**config.mk**
```make
export PLATFORM = sky130hd
export DESIGN_NAME = lpmf_ctrl
export DESIGN_NICKNAME = d
export VERILOG_FILES = /design/src/sv/lpmf_pkg.sv /design/src/sv/lpmf_ctrl.sv
export SDC_FILE = /design/constraint.sdc
export NUM_CORES = 1
export LEC_CHECK = 0
export ABC_AREA = 0
export ABC_CLOCK_PERIOD_IN_PS = 8300
export BUFFER_PORTS_ARGS = -buffer_cell sky130_fd_sc_hd__buf_4
export CAP_MARGIN = 10
export CELL_PAD_IN_SITES_DETAIL_PLACEMENT = 0
export CELL_PAD_IN_SITES_GLOBAL_PLACEMENT = 2
export CORE_UTILIZATION = 36
export CTS_CLUSTER_DIAMETER = 200
export DETAILED_ROUTE_END_ITERATION = 10
export PLACE_DENSITY = 0.78
export RECOVER_POWER = 50
export SYNTH_ARGS = -nofsm -noshare
export SYNTH_HDL_FRONTEND = slang
export SYNTH_SLANG_ARGS = --single-unit
```
**constraint.sdc**
```tcl
create_clock -name aclk -period 8.3 [get_ports aclk]
set_input_delay 0.83 -clock aclk [delete_from_list [all_inputs] [get_ports aclk]]
set_output_delay 0.83 -clock aclk [all_outputs]
set_load 0.05 [all_outputs]
```
**src/sv/lpmf_pkg.sv**
```systemverilog
package lpmf_pkg;

    localparam int DEPTH     = 1024;
    localparam int HDR_BYTES = 2;
    localparam int POS_W     = $clog2(DEPTH);
    localparam int RING_W    = $clog2(DEPTH + 1);
    localparam int LEN_W     = 10;
    localparam int CFG_W     = 11;
    localparam int HDR_W     = 8 * HDR_BYTES;
    localparam int HCNT_W    = $clog2(HDR_BYTES + 1);
    localparam int MIN_RING  = 16;

    typedef enum logic [1:0] {
        FN_WR_BEGIN = 2'd0,
        FN_WR_DATA  = 2'd1,
        FN_RD_BEGIN = 2'd2,
        FN_RD_NEXT  = 2'd3
    } func_t;

    typedef enum logic [2:0] {
        ST_OK        = 3'd0,
        ST_FULL      = 3'd1,
        ST_EMPTY     = 3'd2,
        ST_TOO_SMALL = 3'd3,
        ST_SEQ       = 3'd4
    } status_t;

    typedef struct packed {
        func_t            func;
        logic [LEN_W-1:0] length;
        logic [LEN_W-1:0] capacity;
        logic [7:0]       data_byte;
    } item_t;

    typedef struct packed {
        logic             valid;
        status_t          status;
        logic [LEN_W-1:0] length_res;
        logic [7:0]       data_byte_res;
        logic             last;
    } result_t;

    typedef struct packed {
        logic             en;
        logic             we;
        logic [POS_W-1:0] addr;
        logic [7:0]       wdata;
    } ram_req_t;

    // next ring position, wrapping at the ring size in use
    function automatic logic [POS_W-1:0] advance(input logic [POS_W-1:0] pos,
                                                 input logic [RING_W-1:0] ring);
        logic [RING_W-1:0] nxt;
        nxt = RING_W'(pos) + RING_W'(1);
        return (nxt >= ring) ? '0 : POS_W'(nxt);
    endfunction

endpackage

```
**src/sv/lpmf_ctrl.sv**
```systemverilog
module lpmf_ctrl
    import lpmf_pkg::*;
(
    input  logic              aclk,
    input  logic              aresetn,
    input  logic              clear,
    input  logic [RING_W-1:0] ring_size,
    input  logic              in_valid,
    input  item_t             item,
    input  logic              out_free,
    output logic              in_ready,
    output result_t           res,
    output ram_req_t          ram_req,
    input  logic [7:0]        ram_rdata
);

    typedef enum logic [3:0] {
        S_IDLE    = 4'b0001,
        S_HDR_WR  = 4'b0010,
        S_HDR_RD  = 4'b0100,
        S_RD_WAIT = 4'b1000
    } state_t;

    state_t            state_reg, state_next;
    logic [POS_W-1:0]  rd_pos_reg, rd_pos_next;
    logic [POS_W-1:0]  wr_pos_reg, wr_pos_next;
    logic [POS_W-1:0]  com_pos_reg, com_pos_next;
    logic [LEN_W-1:0]  wr_left_reg, wr_left_next;
    logic [LEN_W-1:0]  rd_left_reg, rd_left_next;
    logic [POS_W-1:0]  hdr_addr_reg, hdr_addr_next;
    logic [HCNT_W-1:0] hdr_cnt_reg, hdr_cnt_next;
    logic [HCNT_W-1:0] rcv_cnt_reg, rcv_cnt_next;
    logic [HDR_W-1:0]  hdr_sh_reg, hdr_sh_next;
    logic [LEN_W-1:0]  cap_reg, cap_next;
    logic              last_reg, last_next;

    logic              accept;
    logic [RING_W:0]   free_raw;
    logic [RING_W:0]   free_b;
    logic [RING_W:0]   need_b;
    logic              fits_hdr;
    logic [HDR_W-1:0]  hdr_in;
    logic [LEN_W-1:0]  stored;

    assign in_ready = (state_reg == S_IDLE) && out_free;
    assign accept   = in_valid && in_ready;

    // free bytes, one byte always kept open
    assign free_raw = (RING_W+1)'(rd_pos_reg) + (RING_W+1)'(ring_size)
                    - (RING_W+1)'(wr_pos_reg) - (RING_W+1)'(1);
    assign free_b   = (free_raw >= (RING_W+1)'(ring_size))
                    ? free_raw - (RING_W+1)'(ring_size) : free_raw;
    assign need_b   = (RING_W+1)'(HDR_BYTES) + (RING_W+1)'(item.length);
    assign fits_hdr = (HDR_BYTES >= 2) || (item.length < LEN_W'(256));

    // header bytes arrive lowest first and shift in from the top
    assign hdr_in   = HDR_W'({ram_rdata, hdr_sh_reg} >> 8);
    assign stored   = LEN_W'(hdr_in);

    always_comb begin
        state_next    = state_reg;
        rd_pos_next   = rd_pos_reg;
        wr_pos_next   = wr_pos_reg;
        com_pos_next  = com_pos_reg;
        wr_left_next  = wr_left_reg;
        rd_left_next  = rd_left_reg;
        hdr_addr_next = hdr_addr_reg;
        hdr_cnt_next  = hdr_cnt_reg;
        rcv_cnt_next  = rcv_cnt_reg;
        hdr_sh_next   = hdr_sh_reg;
        cap_next      = cap_reg;
        last_next     = last_reg;
        res           = '0;
        res.status    = ST_OK;
        ram_req       = '0;

        unique case (state_reg)
            S_IDLE: begin
                if (accept) begin
                    res.valid = 1'b1;
                    unique case (item.func)
                        FN_WR_BEGIN: begin
                            if (wr_left_reg != '0) begin
                                res.status = ST_SEQ;
                            end else if (!fits_hdr || need_b > free_b) begin
                                res.status = ST_FULL;
                            end else begin
                                ram_req.en    = 1'b1;
                                ram_req.we    = 1'b1;
                                ram_req.addr  = wr_pos_reg;
                                ram_req.wdata = item.length[7:0];
                                wr_pos_next   = advance(wr_pos_reg, ring_size);
                                wr_left_next  = item.length;
                                hdr_sh_next   = HDR_W'(item.length) >> 8;
                                hdr_cnt_next  = HCNT_W'(1);
                                res.last      = (item.length == '0);
                                if (HDR_BYTES == 1) begin
                                    if (item.length == '0) begin
                                        com_pos_next = advance(wr_pos_reg, ring_size);
                                    end
                                end else begin
                                    state_next = S_HDR_WR;
                                end
                            end
                        end
                        FN_WR_DATA: begin
                            if (wr_left_reg == '0) begin
                                res.status = ST_SEQ;
                            end else begin
                                ram_req.en    = 1'b1;
                                ram_req.we    = 1'b1;
                                ram_req.addr  = wr_pos_reg;
                                ram_req.wdata = item.data_byte;
                                wr_pos_next   = advance(wr_pos_reg, ring_size);
                                wr_left_next  = wr_left_reg - LEN_W'(1);
                                if (wr_left_reg == LEN_W'(1)) begin
                                    com_pos_next = advance(wr_pos_reg, ring_size);
                                    res.last     = 1'b1;
                                end
                            end
                        end
                        FN_RD_BEGIN: begin
                            if (rd_left_reg != '0) begin
                                res.status = ST_SEQ;
                            end else if (rd_pos_reg == com_pos_reg) begin
                                res.status = ST_EMPTY;
                            end else begin
                                // answer comes at the end of the header read
                                res.valid     = 1'b0;
                                ram_req.en    = 1'b1;
                                ram_req.addr  = rd_pos_reg;
                                hdr_addr_next = advance(rd_pos_reg, ring_size);
                                hdr_cnt_next  = HCNT_W'(1);
                                rcv_cnt_next  = '0;
                                cap_next      = item.capacity;
                                state_next    = S_HDR_RD;
                            end
                        end
                        FN_RD_NEXT: begin
                            if (rd_left_reg == '0) begin
                                res.status = ST_SEQ;
                            end else begin
                                res.valid    = 1'b0;
                                ram_req.en   = 1'b1;
                                ram_req.addr = rd_pos_reg;
                                rd_pos_next  = advance(rd_pos_reg, ring_size);
                                rd_left_next = rd_left_reg - LEN_W'(1);
                                last_next    = (rd_left_reg == LEN_W'(1));
                                state_next   = S_RD_WAIT;
                            end
                        end
                        default: begin
                            res.status = ST_SEQ;
                        end
                    endcase
                end
            end
            S_HDR_WR: begin
                ram_req.en    = 1'b1;
                ram_req.we    = 1'b1;
                ram_req.addr  = wr_pos_reg;
                ram_req.wdata = hdr_sh_reg[7:0];
                wr_pos_next   = advance(wr_pos_reg, ring_size);
                hdr_sh_next   = hdr_sh_reg >> 8;
                hdr_cnt_next  = hdr_cnt_reg + HCNT_W'(1);
                if (hdr_cnt_reg == HCNT_W'(HDR_BYTES - 1)) begin
                    state_next = S_IDLE;
                    if (wr_left_reg == '0) begin
                        com_pos_next = advance(wr_pos_reg, ring_size);
                    end
                end
            end
            S_HDR_RD: begin
                if (hdr_cnt_reg != HCNT_W'(HDR_BYTES)) begin
                    ram_req.en    = 1'b1;
                    ram_req.addr  = hdr_addr_reg;
                    hdr_addr_next = advance(hdr_addr_reg, ring_size);
                    hdr_cnt_next  = hdr_cnt_reg + HCNT_W'(1);
                end
                hdr_sh_next  = hdr_in;
                rcv_cnt_next = rcv_cnt_reg + HCNT_W'(1);
                if (rcv_cnt_reg == HCNT_W'(HDR_BYTES - 1)) begin
                    state_next     = S_IDLE;
                    res.valid      = 1'b1;
                    res.length_res = stored;
                    if (stored > cap_reg) begin
                        // message stays put, read position untouched
                        res.status = ST_TOO_SMALL;
                    end else begin
                        rd_pos_next  = hdr_addr_reg;
                        rd_left_next = stored;
                        res.last     = (stored == '0);
                    end
                end
            end
            S_RD_WAIT: begin
                res.valid         = 1'b1;
                res.data_byte_res = ram_rdata;
                res.last          = last_reg;
                state_next        = S_IDLE;
            end
            default: begin
                state_next = S_IDLE;
            end
        endcase
    end

    always_ff @(posedge aclk) begin
        if (!aresetn || clear) begin
            state_reg   <= S_IDLE;
            rd_pos_reg  <= '0;
            wr_pos_reg  <= '0;
            com_pos_reg <= '0;
            wr_left_reg <= '0;
            rd_left_reg <= '0;
        end else begin
            state_reg   <= state_next;
            rd_pos_reg  <= rd_pos_next;
            wr_pos_reg  <= wr_pos_next;
            com_pos_reg <= com_pos_next;
            wr_left_reg <= wr_left_next;
            rd_left_reg <= rd_left_next;
        end
    end

    always_ff @(posedge aclk) begin
        hdr_addr_reg <= hdr_addr_next;
        hdr_cnt_reg  <= hdr_cnt_next;
        rcv_cnt_reg  <= rcv_cnt_next;
        hdr_sh_reg   <= hdr_sh_next;
        cap_reg      <= cap_next;
        last_reg     <= last_next;
    end

endmodule

```
**Yosys cells after proc, flatten, opt, wreduce, memory -nomap -nowiden**

Cells that the tools add are included.
W data, S select, Z words.

- Add/subtract/negate cells: 12
- Magnitude comparators: 6
- Equal/unequal tests: 42
- Multiplexer cells: 114
- Bitwise gates (word level): 3
- Reduce and logical (&&, ||, !) cells: 26

Operator list:

| kind | number |
|---|---|
| $mux W10 | 36 |
| $pmux W10 S2 | 7 |
| $mux W20 | 4 |
| $mux W16 | 4 |
| $pmux W16 S3 | 1 |
| $logic_not A10 Y1 | 4 |
| $pmux W10 S4 | 1 |
| $mux W4 | 9 |
| $add A10 B1 Y11 const B | 3 |
| $ge A11 B11 Y1 | 3 |
| $ne A2 B2 Y1 const B | 16 |
| $pmux W8 S2 | 2 |
| $pmux W10 S3 | 1 |
| $mux W2 | 12 |
| $pmux W4 S3 | 2 |
| $reduce_and A6 Y1 | 4 |
| $eq A10 B1 Y1 const B | 2 |
| $reduce_bool A10 Y1 | 2 |
| $sub A10 B1 Y10 const B | 2 |
| $ne A3 B3 Y1 const B | 6 |
| $mux W1 | 15 |
| $reduce_and A5 Y1 | 3 |
| $mux W14 | 1 |
| $add A10 B11 Y12 | 1 |
| 39 further kinds | 62 |

- Bits in registers: 95
- Input bits: 54
- Output and inout port bits: 44

**Logic depth before layout (Yosys ltp)**

Gate-level depths: netlist of the first run.

- Word-level depth: 11
- Depth in mapped cells: 30
- Mapped depth without buffers: 27

**Least setup slack after synthesis of the first run**

No wires, ideal clock.

- Path type: input to output
- From: input ring_size[2]
- To: output ram_req[0] in the netlist's numbering
- Data arrival time: 7.208 ns
- Data required time: 7.470 ns
- Path slack: 0.262 ns
- Cell stages on the path: 26
- Buffers on the path: 2
- Cell sequence: inv_1 fa_1 inv_1 ha_1 a21o_1 a21oi_1 nor2b_1 o21a_1 o41ai_2 or4b_2 o211ai_1 ha_1 nor2_1 o21a_1 buf_2 mux2i_1 ha_1 o21ai_0 a21oi_1 o31ai_1 a21oi_1 o311ai_4 nand2_2 or4_1 buf_2 o21ai_0

RTL lines:

| item | line | text |
|---|---|---|
| from (decl) | lpmf_ctrl.sv:7 | `input logic [RING_W-1:0] ring_size,` |
| to (decl) | lpmf_ctrl.sv:13 | `output ram_req_t ram_req,` |

==> reports/metrics.cfg, run 1 <==
[run_status]
outcome = finished with violations
failed_checks = max-capacitance violations, max-slew violations

[die]
pin_count = 98
die_h_um = 155
die_w_um = 155
core_um2 = 22800
dieArea_um2 = 24000
start_util_pct = 36.9
row_count = 55

[critical_path]
cp.arrival_ns = 7.04
cp-end-kind = output port
cp.required_ns = 7.47
path_class = input pin to output port
cp_max_fo = 9
startpoint_type = input pin

[finish]
antenna_cells = 0
largest_reg_flops = 16
stdcell_area_um2 = 9760
fillers = 2393
syn_to_final_growth_pct = 16.1
drive_gt1_share_pct = 13.0
fin_util_pct = 42.9
final-seq-area_um2 = 2310
nets = 1254
multi_input_area_um2 = 5580

[global_routing]
grt_start_max_net_pins = 55
antenna_found_initial = 0
grt-ovfl-total = 0
grt_pass1_wl_um = 42700
grt_pass1_vias = 7280
grt.total_usage_pct = 23.4

[synthesis]
synth_cell_types = 78
yosys_register_bits = 95
avgSynthCellArea_um2 = 8.33
yosys.area.top_type = edfxtp_1
synthCells = 1009
yosys.area.top_type_share_pct = 14.6
synth_warnings = 0
synthArstFlopShare_pct = 0
synth-edff-count = 41
synth-main-ff-cell = dfxtp_1
netlist_area_um2 = 8410
synth_nets = 1162
seq_area_frac_synth_pct = 27.5
synth_area_leaders = edfxtp_1 15%, ha_1 13%, dfxtp_1 13%

[clocking]
clockBufferDepth = 2
htreeDepth = 3
cts.sinks = 95
clock_latency_ns = 0.35
cts_root_buf = clkbuf_16
tritoncts = built
cts_buffers = 9
clk_pin_slew_ns = 0.07
postCtsSetupRepairBufs = 0
ctsHoldBuffers = 0
cts_resized = 0

[timing]
rsz0062_at_grt = no
setup_ws_ns = 0.434
fin_crit_sh_pct = 94.8
finClkSkew_ns = 0.00675
final_hold_viol_count = 0
fmax_mhz = 127
maxSlewHeadroom_pct = -60.9
report.final.setup_viol = 0
drv_slew = 107
worst_pin_slew_ns = 2.41
min_period_ns = 7.87
fin_tns_setup_ns = 0

[drt]
firstDrtPassIters = 5
drc = 0
wl_per_cell_um = 19.7
via_count = 7784
ant_nets = 0
routed_wl_um = 27900
viasPerCell = 5.49
drt_iter0_markers = 474

[placement]
place_congestion = 0.878
dp_hpwl_um = 21500
numPortBuffers = 97
pre_cts_slack_ns = 0.176
placed_area_um2 = 9570

[pwr]
p_leak_nw = 4.16
ir_drop_v = 0.0000912
p_per_area_nw_per_um2 = 136

[flow_run]
drv_cap = 3

[hold_path]
hold_class = flip-flop to flip-flop

==> Yosys cell counts, types with 6 or more instances <==
| master | number |
|---|---|
| and2_1 | 24 |
| nand3_1 | 31 |
| o21a_1 | 19 |
| xor2_1 | 22 |
| edfxtp_1 | 41 |
| nand2_1 | 68 |
| nor2_1 | 91 |
| a21oi_1 | 48 |
| nand2b_1 | 13 |
| and3_1 | 18 |
| nor3_1 | 22 |
| o22ai_1 | 11 |
| a22oi_1 | 20 |
| o211ai_1 | 6 |
| nand4_1 | 21 |
| ha_1 | 87 |
| a21o_1 | 15 |
| a32o_1 | 10 |
| nor4_1 | 15 |
| dfxtp_1 | 54 |
| buf_2 | 6 |
| o21ai_0 | 61 |
| a211oi_1 | 14 |
| mux2i_1 | 11 |
| fa_1 | 12 |
| xnor2_1 | 34 |
| clkbuf_1 | 28 |
| inv_1 | 93 |
| o31ai_1 | 12 |
| nor2b_1 | 10 |
==> power by group <==
part	internal (W)	switching, W
sequential	0.000490	0.00000387
clock	0.000235	0.000197
combinational	0.000169	0.000235
total	0.000894	0.000436
==> logic make-up after synthesis <==
group | share of synthesized area [%]
mux | 1.71
compound gates | 22.2
fa+ha+maj | 15.8
flops | 27.5
buf+inv | 5.98
xor+xnor | 5.83
simple gates | 21.0
==> placed cells by master (no fill, tap or decap), drive strengths merged, types with 24 or more instances in the layout <==
cell / instances
a21oi: 49
xnor2: 34
inv: 94
clkbuf: 36
buf: 92
nand3: 32
dfxtp: 54
o21ai: 66
ha: 87
nor2: 93
nand2: 69
and2: 24
nor3: 24
edfxtp: 41
==> through the flow <==
| stage | std cells | total power [W] | hold WS, ns |
|---|---|---|---|
| 2_1_floorplan | 1009 | 0.000794 | 0.470 |
| 3_3_place_gp | 1403 | 0.000909 | 0.479 |
| 3_5_place_dp | 1403 | 0.000908 | 0.487 |
| 4_1_cts | 1419 | 0.00134 | 0.504 |
| 5_1_grt | 1419 | 0.00140 | 0.503 |
| 6_report | 1419 | 0.00133 | 0.494 |
==> metal layers <==
metal	vias to the layer above	part of all wire (%)	global-route usage [%]
met5	-	0	0
li1	3865	-	-
met1	3709	50	34.7
met4	0	0.77	4.48
met2	193	44	36.0
met3	17	5.3	3.14
==> critical path: stages <==
cell	delay [ns]
buf_4	0.14
fa_1	0.48
ha_1	0.25
fa_1	0.43
a211oi_1	0.34
o21bai_1	0.12
a21oi_1	0.18
xnor2_1	0.19
ha_1	0.34
a21oi_1	0.14
o21ai_0	0.14
o21ai_2	0.25
nand2b_1	0.08
a211oi_1	0.24
o21a_2	0.25
buf_4	0.20
mux2i_1	0.21
ha_1	0.26
a211oi_1	0.21
o21ai_0	0.11
o211ai_1	0.15
a21oi_1	0.15
o311ai_4	0.14
nand2_2	0.13
or4_4	0.61
o31ai_4	0.23
buf_4	0.22
==> layout make-up <==
| class | instances | share of cell area (%) |
|---|---|---|
| multi-input cells | 783 | 57.2 |
| clock inverters | 7 | 0.743 |
| well taps | 313 | 4.01 |
| repair buffers | 119 | 8.50 |
| flip-flops and latches | 95 | 23.7 |
| clock buffers | 9 | 2.31 |
| inverters | 93 | 3.58 |
==> worst paths after layout <==
kind | end | depth (start not counted) | slack (ns) | from
worst max-delay path | res[0] | 27 | 0.43 | ring_size[1]
worst min-delay path | rd_left_reg[9] | 1 | 0.49 | rd_left_reg[9]
worst max register to register | wr_left_reg[6] | 24 | 1.67 | wr_pos_reg[2]
worst min register to register | rd_left_reg[9] | 1 | 0.49 | rd_left_reg[9]
Power figures use the tool's default switching activity.
==> inputs of run 2 (changes only) <==
Settings changed: CORE_ASPECT_RATIO set to 0.7, CORE_MARGIN set to 4.
==> run 2 against run 1 <==
Compared with the run above:
- the flow still finishes with violations (max-capacitance violations, max-slew violations)
- critical path depth stayed put
- setup slack gained 0.030 ns
- final cell count is 0.28% lower
- critical endpoint unchanged
- largest power group unchanged
==> reports/metrics.cfg, run 2 (synthesized netlist as in run 1, its figures left out) <==
[run_status]
outcome = finished with violations
failed_checks = max-capacitance violations, max-slew violations

[drt]
drc = 0  ; unchanged
drt_iter0_markers = 769  ; +62%
ant_nets = 0  ; unchanged
routed_wl_um = 28900  ; +3.5%
wl_per_cell_um = 20.4  ; +3.8%
via_count = 7842  ; +0.75%
firstDrtPassIters = 5  ; unchanged
viasPerCell = 5.54  ; +1.0%

[clocking]
postCtsSetupRepairBufs = 0  ; unchanged
clockBufferDepth = 2  ; unchanged
clk_pin_slew_ns = 0.07  ; about the same
clock_latency_ns = 0.36  ; about the same
cts_root_buf = clkbuf_16
htreeDepth = 3  ; unchanged
cts.sinks = 95  ; unchanged
cts_buffers = 9  ; unchanged
tritoncts = built
ctsHoldBuffers = 0  ; unchanged

[die]
dieArea_um2 = 25900  ; +8.1%
core_um2 = 22800  ; about the same
die_w_um = 191  ; +23%
die_h_um = 136  ; -12%
start_util_pct = 36.9  ; about the same
row_count = 46  ; -16%
pin_count = 98  ; unchanged

[global_routing]
use_met3_pct = 4.57  ; +1.4 points
grt_most_used_layer = met1
grt-ovfl-total = 0  ; unchanged
grtUsageMet2_pct = 29.7  ; -6.3 points
grt_pass1_vias = 7308  ; +0.38%
grt.total_usage_pct = 22.1  ; -1.3 points
antenna_found_initial = 0  ; unchanged
use_met1_pct = 36.5  ; +1.8 points
grt_pass1_wl_um = 44100  ; +3.1%
grt_start_max_net_pins = 54  ; -1.8%

[finish]
fin_util_pct = 42.8  ; -0.064 points
final_common_cell = inv_1
largest_reg_flops = 16  ; unchanged
syn_to_final_growth_pct = 16.0  ; about the same
drive_gt1_share_pct = 12.7  ; -0.33 points
final_cell_mix = 93 x inv_1, 91 x nor2_1, 87 x ha_1
antenna_cells = 0  ; unchanged
nets = 1251  ; -0.24%

[placement]
place_congestion = 0.956  ; +8.9%
dp_hpwl_um = 22600  ; +5.1%
numPortBuffers = 97  ; unchanged

[critical_path]
cp_max_fo = 9  ; unchanged
cp.required_ns = 7.47  ; about the same
startpoint_type = input pin
cp.arrival_ns = 7.01  ; -0.03 ns
path_class = input pin to output port
cp-end-kind = output port

[timing]
fin_crit_sh_pct = 94.4  ; -0.37 points
final_hold_viol_count = 0  ; unchanged
worst_pin_slew_ns = 2.38  ; -0.0364 ns
report.final.setup_viol = 0  ; unchanged
drv_slew = 54  ; -50%
rsz0062_at_grt = no
maxSlewHeadroom_pct = -58.5  ; +2.4 points
finClkSkew_ns = 0.00997  ; +0.00322 ns
min_period_ns = 7.84  ; -0.0305 ns
fmax_mhz = 128  ; +0.39%
fin_tns_setup_ns = 0  ; unchanged

[hold_path]
hold_class = flip-flop to flip-flop

[flow_run]
drv_cap = 1  ; -2

[pwr]
total_power_w = 0.00135  ; +1.9%
ir_drop_v = 0.0000923  ; +1.2%
p_leak_nw = 4.15  ; -0.31%
p_per_area_nw_per_um2 = 139  ; +2.0%

run 2: cell types whose count changed in the layout (fill, tap and decap cells not counted), moves of 2 or more:
cell / change
buf_4: -7
and2_0: -5
and2_1: +5
clkbuf_1: +4
clkinv_4: -2
inv_6: +2
run 2: timing repair:
item | in CTS | in global routing
endpoints found under the hold margin | 0 | 0
setup endpoints to repair | 0 | 12
resized for setup | 0 | 6
run 2: worst paths after layout:
kind / start / end / slack, ns / depth (start not counted)
worst min register to register: rd_left_reg[7] / rd_left_reg[7] / 0.50 / 1
worst min-delay path: rd_left_reg[7] / rd_left_reg[7] / 0.50 / 1
worst max register to register: rd_pos_reg[2] / wr_pos_reg[4] / 1.72 / 25
worst max-delay path: ring_size[2] / res[0] / 0.46 / 27
run 2: metal layers:
layer | vias up | routed length [um]
li1 | 3848 | -
met1 | 3719 | 15400
met2 | 258 | 11100
met3 | 17 | 2100
met4 | 0 | 217
met5 | - | 0
run 2: through the flow:
stage	area [um2]	worst slack, ns	hold WS, ns	std cells
final	9750	0.464	0.497	1415
after detailed placement	9540	0.268	0.489	1399
after floorplan	8410	0.262	0.470	1009
after CTS	9850	0.187	0.506	1415
after global placement	9540	0.363	0.479	1399
after global routing	9750	0.0729	0.521	1415
run 2: area by class of cell:
class | count | area, um2
sequential | 95 | 2310
inverter | 93 | 349
tap | 312 | 390
timing repair buffer | 116 | 792
fill | 2408 | 13000
clock inverter | 7 | 78.8
multi-input combinational | 783 | 5600
clock buffer | 9 | 225
run 2: critical path, stage by stage:
cell      delay, ns
buf_4          0.08
inv_1          0.10
fa_1           0.56
inv_1          0.08
ha_1           0.31
a21o_1         0.19
a21oi_2        0.17
nor2b_1        0.06
o21a_1         0.22
o41ai_4        0.27
or4b_2         0.61
o211ai_1       0.17
ha_1           0.32
nor2_1         0.16
o21a_1         0.15
buf_4          0.18
mux2i_1        0.21
ha_1           0.26
a211oi_1       0.24
o21ai_0        0.13
o211ai_1       0.14
a21oi_1        0.15
o311ai_4       0.14
nand2_2        0.13
or4_4          0.63
o31ai_4        0.24
buf_4          0.23
run 2: where the power goes:
| part | switching (W) | leakage (nW) | internal [W] | total [W] |
|---|---|---|---|---|
| Sequential | 0.00000404 | 0.799 | 0.000489 | 0.000493 |
| Clock | 0.000209 | 0.152 | 0.000239 | 0.000448 |
| Combinational | 0.000242 | 3.20 | 0.000171 | 0.000413 |
